`src/rtl/core/bdc_pkg.sv`:
```
// ----------------------------------------------------------------------------
// Big-digit clock renderer package
// Shared types, display operation codes, character codes and the glyph and
// digit tables used by the renderer core.
// ----------------------------------------------------------------------------
package bdc_pkg;

  // Kinds of display operation.
  localparam logic [1:0] KIND_CELL  = 2'd0;
  localparam logic [1:0] KIND_BLANK = 2'd1;
  localparam logic [1:0] KIND_GLYPH = 2'd2;

  // Input command codes.
  localparam logic CMD_DRAW   = 1'b0;
  localparam logic CMD_RELOAD = 1'b1;

  // Character codes.
  localparam logic [7:0] CH_SPACE = 8'd32;
  localparam logic [7:0] CH_COLON = 8'd58;
  localparam logic [7:0] CH_A     = 8'd65;
  localparam logic [7:0] CH_P     = 8'd80;
  localparam logic [7:0] CH_M     = 8'd77;

  // Cell codes of each big digit: top-left, top-right, bottom-left, bottom-right.
  localparam logic [7:0] DIGIT_CELLS [10][4] = '{
    '{8'd5, 8'd255, 8'd7,  8'd6},
    '{8'd0, 8'd1,   8'd2,  8'd7},
    '{8'd0, 8'd3,   8'd4,  8'd2},
    '{8'd0, 8'd3,   8'd2,  8'd3},
    '{8'd1, 8'd1,   8'd0,  8'd5},
    '{8'd4, 8'd0,   8'd2,  8'd3},
    '{8'd5, 8'd0,   8'd4,  8'd3},
    '{8'd0, 8'd3,   8'd32, 8'd1},
    '{8'd4, 8'd3,   8'd4,  8'd3},
    '{8'd4, 8'd3,   8'd2,  8'd6}
  };

  // Pixel rows of the eight custom glyphs, top row in the upper bits.
  localparam logic [39:0] GLYPH_ROWS [8] = '{
    {5'h1F, 5'h1F, 5'h00, 5'h00, 5'h00, 5'h00, 5'h00, 5'h00},
    {5'h18, 5'h18, 5'h18, 5'h18, 5'h18, 5'h18, 5'h18, 5'h18},
    {5'h00, 5'h00, 5'h00, 5'h00, 5'h00, 5'h00, 5'h1F, 5'h1F},
    {5'h1F, 5'h1F, 5'h03, 5'h03, 5'h03, 5'h03, 5'h1F, 5'h1F},
    {5'h1F, 5'h1F, 5'h18, 5'h18, 5'h18, 5'h18, 5'h1F, 5'h1F},
    {5'h1F, 5'h1F, 5'h18, 5'h18, 5'h18, 5'h18, 5'h18, 5'h18},
    {5'h03, 5'h03, 5'h03, 5'h03, 5'h03, 5'h03, 5'h1F, 5'h1F},
    {5'h18, 5'h18, 5'h18, 5'h18, 5'h18, 5'h18, 5'h1F, 5'h1F}
  };

  // One input item.
  typedef struct packed {
    logic       cmd;
    logic [4:0] hour;
    logic [5:0] minute;
  } in_item_t;

  // One display operation.
  typedef struct packed {
    logic [1:0]  kind;
    logic [3:0]  col;
    logic        row;
    logic [7:0]  code;
    logic [2:0]  slot;
    logic [39:0] glyph;
    logic        last;
  } out_item_t;

  // One draw job handed from the front end to the sequencer.
  typedef struct packed {
    logic       full_draw;
    logic [3:0] hour12;
    logic [2:0] min_tens;
    logic [3:0] min_ones;
    logic       pm;
  } job_t;

endpackage

```
`src/rtl/core/bdc_front.sv`:
```
// ----------------------------------------------------------------------------
// Big-digit clock renderer front end
// Accepts input items, keeps the draw history and glyph state, drops repeated
// draws, reload notices and all items with no display, and turns the rest into jobs.
// ----------------------------------------------------------------------------
module bdc_front (
  input  logic              clk_i,
  input  logic              rst_ni,
  input  logic              cfg_we_i,
  input  logic              cfg_wdata_i,
  input  logic              push_i,
  input  bdc_pkg::in_item_t in_item_i,
  input  logic              job_full_i,
  output logic              job_push_o,
  output bdc_pkg::job_t     job_o
);

  logic       display_present_q;
  logic [3:0] last_hour12_q, last_hour12_d;
  logic [5:0] last_minute_q, last_minute_d;
  logic       last_valid_q, last_valid_d;
  logic       glyphs_normal_q, glyphs_normal_d;

  logic       accept;
  logic [4:0] hour_wrap;
  logic [3:0] hour12;
  logic       pm;
  logic [9:0] tens_prod;
  logic [2:0] min_tens;
  logic [6:0] tens_times_ten;
  logic [5:0] min_ones_full;
  logic       repeat_draw;

  assign accept = push_i && !job_full_i;

  // Fold the hour into the 12-hour form; zero shows as twelve.
  always_comb begin
    if (in_item_i.hour >= 5'd24) begin
      hour_wrap = in_item_i.hour - 5'd24;
    end else if (in_item_i.hour >= 5'd12) begin
      hour_wrap = in_item_i.hour - 5'd12;
    end else begin
      hour_wrap = in_item_i.hour;
    end
    hour12 = (hour_wrap == 5'd0) ? 4'd12 : hour_wrap[3:0];
    pm     = (in_item_i.hour >= 5'd12);
  end

  // Split the minute into digits: tens by reciprocal multiply, exact up to 63.
  assign tens_prod      = 10'(in_item_i.minute) * 10'd13;
  assign min_tens       = tens_prod[9:7];
  assign tens_times_ten = 7'(min_tens) * 7'd10;
  assign min_ones_full  = in_item_i.minute - tens_times_ten[5:0];

  assign repeat_draw = last_valid_q && (last_hour12_q == hour12) &&
                       (last_minute_q == in_item_i.minute) && !glyphs_normal_q;

  // Job handed to the sequencer.
  assign job_push_o = accept && display_present_q && (in_item_i.cmd == bdc_pkg::CMD_DRAW) &&
                      !repeat_draw;
  always_comb begin
    job_o.full_draw = glyphs_normal_q;
    job_o.hour12    = hour12;
    job_o.min_tens  = min_tens;
    job_o.min_ones  = min_ones_full[3:0];
    job_o.pm        = pm;
  end

  // Next state of the draw history.
  always_comb begin
    last_hour12_d   = last_hour12_q;
    last_minute_d   = last_minute_q;
    last_valid_d    = last_valid_q;
    glyphs_normal_d = glyphs_normal_q;
    if (accept && display_present_q && (in_item_i.cmd == bdc_pkg::CMD_RELOAD)) begin
      glyphs_normal_d = 1'b1;
    end else if (job_push_o) begin
      last_hour12_d   = hour12;
      last_minute_d   = in_item_i.minute;
      last_valid_d    = 1'b1;
      glyphs_normal_d = 1'b0;
    end
  end

  always_ff @(posedge clk_i or negedge rst_ni) begin
    if (!rst_ni) begin
      display_present_q <= 1'b1;
      last_hour12_q     <= '0;
      last_minute_q     <= '0;
      last_valid_q      <= 1'b0;
      glyphs_normal_q   <= 1'b1;
    end else begin
      if (cfg_we_i) begin
        display_present_q <= cfg_wdata_i;
      end
      last_hour12_q   <= last_hour12_d;
      last_minute_q   <= last_minute_d;
      last_valid_q    <= last_valid_d;
      glyphs_normal_q <= glyphs_normal_d;
    end
  end

endmodule

```
`src/rtl/core/bdc_job_fifo.sv`:
```
// ----------------------------------------------------------------------------
// Big-digit clock renderer job queue
// Small first-in first-out queue of draw jobs between front end and sequencer.
// ----------------------------------------------------------------------------
module bdc_job_fifo #(
  parameter int unsigned DEPTH = 2
) (
  input  logic          clk_i,
  input  logic          rst_ni,
  input  logic          push_i,
  input  bdc_pkg::job_t data_i,
  output logic          full_o,
  input  logic          pop_i,
  output bdc_pkg::job_t data_o,
  output logic          empty_o
);

  localparam int unsigned PTR_W = (DEPTH > 1) ? $clog2(DEPTH) : 1;
  localparam int unsigned CNT_W = $clog2(DEPTH + 1);

  bdc_pkg::job_t    mem_q [DEPTH];
  logic [PTR_W-1:0] wr_ptr_q, rd_ptr_q;
  logic [CNT_W-1:0] count_q;
  logic             do_push, do_pop;

  assign full_o  = (count_q == CNT_W'(DEPTH));
  assign empty_o = (count_q == '0);
  assign do_push = push_i && !full_o;
  assign do_pop  = pop_i && !empty_o;
  assign data_o  = mem_q[rd_ptr_q];

  // Storage write.
  always_ff @(posedge clk_i) begin
    if (do_push) begin
      mem_q[wr_ptr_q] <= data_i;
    end
  end

  // Pointers and fill count.
  always_ff @(posedge clk_i or negedge rst_ni) begin
    if (!rst_ni) begin
      wr_ptr_q <= '0;
      rd_ptr_q <= '0;
      count_q  <= '0;
    end else begin
      if (do_push) begin
        wr_ptr_q <= (wr_ptr_q == PTR_W'(DEPTH - 1)) ? '0 : wr_ptr_q + 1'b1;
      end
      if (do_pop) begin
        rd_ptr_q <= (rd_ptr_q == PTR_W'(DEPTH - 1)) ? '0 : rd_ptr_q + 1'b1;
      end
      if (do_push && !do_pop) begin
        count_q <= count_q + 1'b1;
      end else if (do_pop && !do_push) begin
        count_q <= count_q - 1'b1;
      end
    end
  end

endmodule

```
`src/rtl/core/bdc_back.sv`:
```
// ----------------------------------------------------------------------------
// Big-digit clock renderer sequencer
// Steps through one draw job, one display operation per cycle unless stalled,
// into an output register that holds each operation until it is taken.
// ----------------------------------------------------------------------------
module bdc_back (
  input  logic               clk_i,
  input  logic               rst_ni,
  input  logic               job_empty_i,
  input  bdc_pkg::job_t      job_i,
  output logic               job_pop_o,
  input  logic               pop_i,
  output logic               empty_o,
  output bdc_pkg::out_item_t out_item_o
);

  // Step numbers: two row blanks, eight glyph definitions, 32 cell writes.
  localparam logic [5:0] STEP_GLYPH = 6'd2;
  localparam logic [5:0] STEP_CELL  = 6'd10;
  localparam logic [5:0] STEP_LAST  = 6'd41;

  // Sources of a cell write.
  localparam logic [1:0] SRC_BIG  = 2'd0;
  localparam logic [1:0] SRC_PAIR = 2'd1;
  localparam logic [1:0] SRC_AMPM = 2'd2;

  logic               busy_q;
  logic [5:0]         step_q;
  bdc_pkg::job_t      job_q;
  logic               out_valid_q;
  bdc_pkg::out_item_t out_q;

  logic               advance, emit, final_step;
  logic               two_digit;
  logic [3:0]         hour_ones;
  logic [5:0]         glyph_off, cell_off;
  logic [4:0]         cell_idx;
  logic [1:0]         src;
  logic [3:0]         big_digit;
  logic [3:0]         big_col;
  logic [4:0]         big_start;
  logic [4:0]         big_diff;
  logic [1:0]         big_sub;
  logic [3:0]         pair_col;
  logic [7:0]         pair_code;
  bdc_pkg::out_item_t op;

  assign advance    = !out_valid_q || pop_i;
  assign emit       = busy_q && advance;
  assign final_step = (step_q == STEP_LAST);
  assign job_pop_o  = !job_empty_i && (!busy_q || (emit && final_step));

  assign two_digit = (job_q.hour12 >= 4'd10);
  assign hour_ones = two_digit ? job_q.hour12 - 4'd10 : job_q.hour12;
  assign glyph_off = step_q - STEP_GLYPH;
  assign cell_off  = step_q - STEP_CELL;
  assign cell_idx  = cell_off[4:0];

  // Map a cell index to its place in the layout.
  always_comb begin
    src       = SRC_PAIR;
    big_digit = '0;
    big_col   = '0;
    big_start = '0;
    pair_col  = '0;
    pair_code = bdc_pkg::CH_SPACE;
    if (two_digit) begin
      case (cell_idx) inside
        [5'd0:5'd3]: begin
          src = SRC_BIG; big_digit = 4'd1; big_col = 4'd0; big_start = 5'd0;
        end
        [5'd4:5'd5]:   pair_col = 4'd2;
        [5'd6:5'd9]: begin
          src = SRC_BIG; big_digit = hour_ones; big_col = 4'd3; big_start = 5'd6;
        end
        [5'd10:5'd11]: pair_col = 4'd5;
        [5'd12:5'd13]: begin
          pair_col = 4'd6; pair_code = bdc_pkg::CH_COLON;
        end
        [5'd14:5'd15]: pair_col = 4'd7;
        [5'd16:5'd19]: begin
          src = SRC_BIG; big_digit = 4'(job_q.min_tens); big_col = 4'd8; big_start = 5'd16;
        end
        [5'd20:5'd21]: pair_col = 4'd10;
        [5'd22:5'd25]: begin
          src = SRC_BIG; big_digit = job_q.min_ones; big_col = 4'd11; big_start = 5'd22;
        end
        [5'd26:5'd27]: pair_col = 4'd13;
        default:       src = SRC_AMPM;
      endcase
    end else begin
      case (cell_idx) inside
        [5'd0:5'd1]:   pair_col = 4'd0;
        [5'd2:5'd3]:   pair_col = 4'd1;
        [5'd4:5'd7]: begin
          src = SRC_BIG; big_digit = job_q.hour12; big_col = 4'd2; big_start = 5'd4;
        end
        [5'd8:5'd9]:   pair_col = 4'd4;
        [5'd10:5'd11]: begin
          pair_col = 4'd5; pair_code = bdc_pkg::CH_COLON;
        end
        [5'd12:5'd13]: pair_col = 4'd6;
        [5'd14:5'd17]: begin
          src = SRC_BIG; big_digit = 4'(job_q.min_tens); big_col = 4'd7; big_start = 5'd14;
        end
        [5'd18:5'd19]: pair_col = 4'd9;
        [5'd20:5'd23]: begin
          src = SRC_BIG; big_digit = job_q.min_ones; big_col = 4'd10; big_start = 5'd20;
        end
        [5'd24:5'd25]: pair_col = 4'd12;
        [5'd26:5'd27]: pair_col = 4'd13;
        default:       src = SRC_AMPM;
      endcase
    end
  end

  assign big_diff = cell_idx - big_start;
  assign big_sub  = big_diff[1:0];

  // Build the display operation for the current step.
  always_comb begin
    op       = '0;
    op.last  = final_step;
    if (step_q < STEP_GLYPH) begin
      op.kind = bdc_pkg::KIND_BLANK;
      op.row  = step_q[0];
      op.code = bdc_pkg::CH_SPACE;
    end else if (step_q < STEP_CELL) begin
      op.kind  = bdc_pkg::KIND_GLYPH;
      op.slot  = glyph_off[2:0];
      op.glyph = bdc_pkg::GLYPH_ROWS[glyph_off[2:0]];
    end else begin
      op.kind = bdc_pkg::KIND_CELL;
      case (src)
        SRC_BIG: begin
          op.col  = big_col + 4'(big_sub[0]);
          op.row  = big_sub[1];
          op.code = bdc_pkg::DIGIT_CELLS[big_digit][big_sub];
        end
        SRC_PAIR: begin
          op.col  = pair_col;
          op.row  = cell_idx[0];
          op.code = pair_code;
        end
        default: begin
          op.col = {3'b111, cell_idx[0]};
          op.row = cell_idx[1];
          if (job_q.pm) begin
            op.code = cell_idx[1] ? (cell_idx[0] ? bdc_pkg::CH_M : bdc_pkg::CH_P)
                                  : bdc_pkg::CH_SPACE;
          end else begin
            op.code = cell_idx[1] ? bdc_pkg::CH_SPACE
                                  : (cell_idx[0] ? bdc_pkg::CH_M : bdc_pkg::CH_A);
          end
        end
      endcase
    end
  end

  // Sequencer control: take the next job as soon as the current one ends.
  always_ff @(posedge clk_i or negedge rst_ni) begin
    if (!rst_ni) begin
      busy_q      <= 1'b0;
      step_q      <= '0;
      out_valid_q <= 1'b0;
    end else begin
      if (job_pop_o) begin
        busy_q <= 1'b1;
        step_q <= job_i.full_draw ? '0 : STEP_CELL;
      end else if (emit) begin
        if (final_step) begin
          busy_q <= 1'b0;
        end else begin
          step_q <= step_q + 1'b1;
        end
      end
      if (emit) begin
        out_valid_q <= 1'b1;
      end else if (pop_i) begin
        out_valid_q <= 1'b0;
      end
    end
  end

  // Job and output payload registers.
  always_ff @(posedge clk_i) begin
    if (job_pop_o) begin
      job_q <= job_i;
    end
    if (emit) begin
      out_q <= op;
    end
  end

  assign empty_o    = !out_valid_q;
  assign out_item_o = out_q;

endmodule

```
`src/rtl/core/big_digit_clock_renderer_core.sv`:
```
// ----------------------------------------------------------------------------
// Big-digit clock renderer core
// Draws a 12-hour clock in 2x2 big digits on a 16x2 character display as a
// stream of display operations.
// ----------------------------------------------------------------------------
// The front end takes one input item per cycle while the job queue has room;
// reload notices, repeated draws and any item while no display is present
// produce no operations; only a reload with a display present changes state.
// Each draw is queued as a job, and the sequencer emits its operations one
// per cycle into an output register while it is free or being taken: two
// row blanks, eight glyph definitions and 32 cell writes for a draw that
// first loads the big glyphs, the 32 cell writes for a plain redraw. The
// next waiting job is popped as the last operation of the one before is
// emitted. The sequencer's single operation per cycle sets the sustained rate;
// the output side may stall it at any time, and the JOB_DEPTH-entry queue lets input go on.
module big_digit_clock_renderer_core #(
  parameter int unsigned JOB_DEPTH = 2
) (
  input  logic               clk_i,
  input  logic               rst_ni,
  input  logic               cfg_we_i,
  input  logic               cfg_wdata_i,
  input  logic               push_i,
  output logic               full_o,
  input  bdc_pkg::in_item_t  in_item_i,
  output logic               empty_o,
  input  logic               pop_i,
  output bdc_pkg::out_item_t out_item_o
);

  logic          job_push, job_full, job_pop, job_empty;
  bdc_pkg::job_t job_in, job_out;

  assign full_o = job_full;

  // Front end: filter and classify items.
  bdc_front u_front (
    .clk_i       (clk_i),
    .rst_ni      (rst_ni),
    .cfg_we_i    (cfg_we_i),
    .cfg_wdata_i (cfg_wdata_i),
    .push_i      (push_i),
    .in_item_i   (in_item_i),
    .job_full_i  (job_full),
    .job_push_o  (job_push),
    .job_o       (job_in)
  );

  // Job queue between the two sides.
  bdc_job_fifo #(
    .DEPTH (JOB_DEPTH)
  ) u_job_fifo (
    .clk_i   (clk_i),
    .rst_ni  (rst_ni),
    .push_i  (job_push),
    .data_i  (job_in),
    .full_o  (job_full),
    .pop_i   (job_pop),
    .data_o  (job_out),
    .empty_o (job_empty)
  );

  // Sequencer: one display operation per cycle while the output is not stalled.
  bdc_back u_back (
    .clk_i       (clk_i),
    .rst_ni      (rst_ni),
    .job_empty_i (job_empty),
    .job_i       (job_out),
    .job_pop_o   (job_pop),
    .pop_i       (pop_i),
    .empty_o     (empty_o),
    .out_item_o  (out_item_o)
  );

endmodule

```
`config.mk`:
```
export PLATFORM = sky130hd
export DESIGN_NAME = big_digit_clock_renderer_core
export DESIGN_NICKNAME = d
export VERILOG_FILES = /design/src/rtl/core/bdc_pkg.sv /design/src/rtl/core/bdc_front.sv /design/src/rtl/core/bdc_job_fifo.sv /design/src/rtl/core/bdc_back.sv /design/src/rtl/core/big_digit_clock_renderer_core.sv
export SDC_FILE = /design/constraint.sdc
export NUM_CORES = 1
export LEC_CHECK = 0
export ABC_AREA = 1
export ABC_CLOCK_PERIOD_IN_PS = 9100
export BUFFER_PORTS_ARGS = -buffer_cell sky130_fd_sc_hd__buf_2
export CAP_MARGIN = 25
export CORE_MARGIN = 8
export CORE_UTILIZATION = 30
export CTS_BUF_LIST = sky130_fd_sc_hd__clkbuf_4 sky130_fd_sc_hd__clkbuf_8
export CTS_CLUSTER_DIAMETER = 40
export DETAILED_ROUTE_END_ITERATION = 7
export PLACE_DENSITY = 0.46
export SLEW_MARGIN = 20
export SYNTH_ARGS = -nofsm -noshare
export SYNTH_HDL_FRONTEND = slang
export SYNTH_HIERARCHICAL = 1
export SYNTH_SLANG_ARGS = --single-unit
```
`constraint.sdc`:
```
create_clock -name clk_i -period 9.1 [get_ports clk_i]
set_input_delay 0.455 -clock clk_i [delete_from_list [all_inputs] [get_ports clk_i]]
set_output_delay 0.455 -clock clk_i [all_outputs]
set_load 0.01 [all_outputs]
```
==> out/qor.yml <==
outcome: "complete, no violations"
root_buffer: "clkbuf_8"
fin_area_sq_um: 6910
clock_skew_ns: 0.0128
fmax_mhz: 269
syn_area_sq_um: 6300
end_kind: "register"
htreeDepth: 3
yosysTopAreaCellShare: 0.305
ys_seq_area_frac: 0.405
path_max_fanout: 16
core_area_sq_um: 20800
setup_tns_ns: 0
syn_area_per_cell_sq_um: 8.18
synthTopCellsByArea: "edfxtp_1 (31%), nand2_1 (12%), dfrtp_1 (9.1%), ha_1 (7.9%), inv_1 (5.6%)"
cts_buffers: 9
worstHoldPathType: "input pin to asynchronous set/reset pin"
dp_hpwl_microns: 10800
std_cell_rows: 53
power_density_nw_per_um2: 366
insertedDiodeCount: 0
viasPerCell: 4.43
r2r_cells: 20
nNetsFinal: 875
period_needed_ns: 3.71
arrival_ns: 3.96
synth_compound_area_frac: 0.0747
synth_ff_type: "edfxtp_1"
p_leak_uw: 0.00342
ios: 79
rsz0062_at_grt: "no"
synth_async_sr_flop_share: 0.281
grt_pass1_vias: 4846
ys_ff_latch: 89
clock_latency_ns: 0.38
cp.required_ns: 9.35
area_growth_pct: 9.74
die_w_microns: 161
die_area_sq_um: 25900
max_cap_violations: 0
ant_nets: 0
synth_cells: 770
drv_slew: 0
placed_area_sq_um: 6700
period_share: 0.408
synth_xor_xnor_area_share: 0.0139
cp-start-kind: "register"
cts_sinks: 89
firstDrtPassIters: 4
drc: 0
post_cts_buffers: 0
place_ws_ns: 5.43
hold_buffers: 0
vias: 4845
synth_mux_area_frac: 0.00179
yosysUniqueCellTypes: 49
finalWirelength_microns: 14000
cts_tree: "done"
grt-ovfl-total: 0
grt_max_degree: 28
synth_top_family_by_area: "simple AND/OR/NAND/NOR gates"
path_class: "register to register"
ys_warn_count: 6
drt-initial-drc-count: 241
clk_pin_slew_worst_paths_ns: 0.11
die_h_microns: 161
yosys.area_share.simple: 0.292
track_usage: 0.112
setup_viol: 0
cts_buffer_depth: 2
yosysTopAreaCell: "edfxtp_1"
synth_edf_count: 64
antenna_found_initial: 0
initial_core_util: 0.302
timing.slew.headroom: 0.378
finalHoldViolCount: 0
gp_congestion: 0.861
synthAdderAreaFrac: 0.0890
fin_ws_ns: 5.39
grt_pass1_wl_microns: 24100
io_buffers: 74
avgRoutedWirePerCell_microns: 12.8
ir_drop_v: 0.000112
tightest_slew_ns: 0.929
post_cts_resized: 0
drive_gt1_frac: 0.212
-- cell usage in the layout (no fill, tap or decap), types with 5 or more instances in the layout --
master / instances
dfrtp_1: 23
nor3_1: 12
ha_1: 40
o21ai_0: 21
nand3_2: 5
nor2_4: 5
clkbuf_8: 9
nand2_2: 28
xnor2_1: 6
inv_2: 12
o21ai_1: 5
a21oi_1: 34
inv_1: 94
nand4_1: 10
nor2_1: 34
edfxtp_1: 64
nand2_1: 209
nand3_1: 62
nor2_2: 6
buf_2: 74
nand2_4: 7
-- sequential cells by signal, summed over array words and instances (netlist names) --
signal                     flops
u_front/last_valid_q           1
u_front/last_minute_q          6
u_front/last_hour12_q          4
u_job_fifo/mem_q              26
u_back/out_item_o             26
u_back/out_valid_q             1
u_front/display_present_q      1
u_front/glyphs_normal_q        1
u_back/busy_q                  1
u_back/step_q                  6
u_job_fifo/count_q             2
u_job_fifo/rd_ptr_q            1
u_back/job_q                  12
u_job_fifo/wr_ptr_q            1
-- synth_stat cells (4+ instances only) --
cell	n
nor2_1	35
a21oi_1	34
o21ai_0	21
nand3_1	62
inv_1	94
dfrtp_1	23
nor2_2	5
nand2_2	28
xnor2_1	6
nand2_1	209
nand3b_1	4
xor2_1	4
ha_1	40
inv_4	4
nor2_4	5
nand3_2	5
edfxtp_1	64
nand2_4	7
buf_4	38
inv_2	12
o21ai_1	5
nand4_1	10
nor3_1	12
-- cell type report --
| type | instances | area (sq um) |
|---|---|---|
| fill | 2226 | 13900 |
| clock inverter | 7 | 87.6 |
| inverter | 110 | 423 |
| clock buffer | 9 | 124 |
| timing repair buffer | 77 | 393 |
| tap | 275 | 344 |
| multi-input combinational | 527 | 2990 |
| sequential | 89 | 2550 |
-- power breakdown --
group	leakage [uW]	switching, uW	internal (uW)
clock	0.0000992	162	132
sequential	0.000895	71.8	573
combinational	0.00243	1070	517
-- path summary, 6_finish.rpt --
check | from | slack, ns | end
min | rst_ni | 0.06 | u_front/last_hour12_q[1]
max in group asynchronous | rst_ni | 8.62 | u_back/step_q[1]
max reg2reg | u_back/step_q[1] | 5.39 | u_back/out_item_o[44]
max | u_back/step_q[1] | 5.39 | u_back/out_item_o[44]
min reg2reg | u_front/last_valid_q | 0.48 | u_front/last_valid_q
min in group clk_i | cfg_we_i | 0.22 | u_front/display_present_q
-- stage by stage --
stage / util / hold slack, ns / power, uW / instances
global route: 0.332 / 0.0962 / 2800 / 1094
finish: 0.332 / 0.0631 / 2530 / 1094
global placement: 0.322 / 0.439 / 2260 / 1078
CTS: 0.332 / 0.0873 / 2550 / 1094
detailed placement: 0.322 / 0.441 / 2240 / 1078
floorplan: - / 0.159 / 1900 / 773
-- logic make-up after synthesis --
logic type / after synthesis
flops: 89
mux: 1
buf+inv: 157
other cells: 1
xor+xnor: 10
compound gates: 79
fa+ha+maj: 43
simple gates: 390
-- worst max-delay path, stage by stage, from the launching register on --
cell	delay [ns]
dfrtp_1	0.60
inv_4	0.18
ha_1	0.46
inv_2	0.19
a21oi_1	0.10
nor2_2	0.31
nand2_2	0.16
nand4_1	0.17
o21ai_0	0.11
nand2_1	0.07
nand2_1	0.14
inv_1	0.15
ha_1	0.18
inv_1	0.06
nor3_2	0.30
nor2_1	0.07
o21ai_0	0.10
nand2_1	0.07
nand3_1	0.06
nand2_1	0.05
inv_1	0.05
-- layer usage --
layer	track usage	routed length (microns)	share of wire
met1	0.144	6740	0.48
met4	0.0328	176	0.013
met3	0.0297	737	0.052
met5	0	0	0
met2	0.181	6390	0.46
Note: power is estimated with default switching activity, not from simulation.
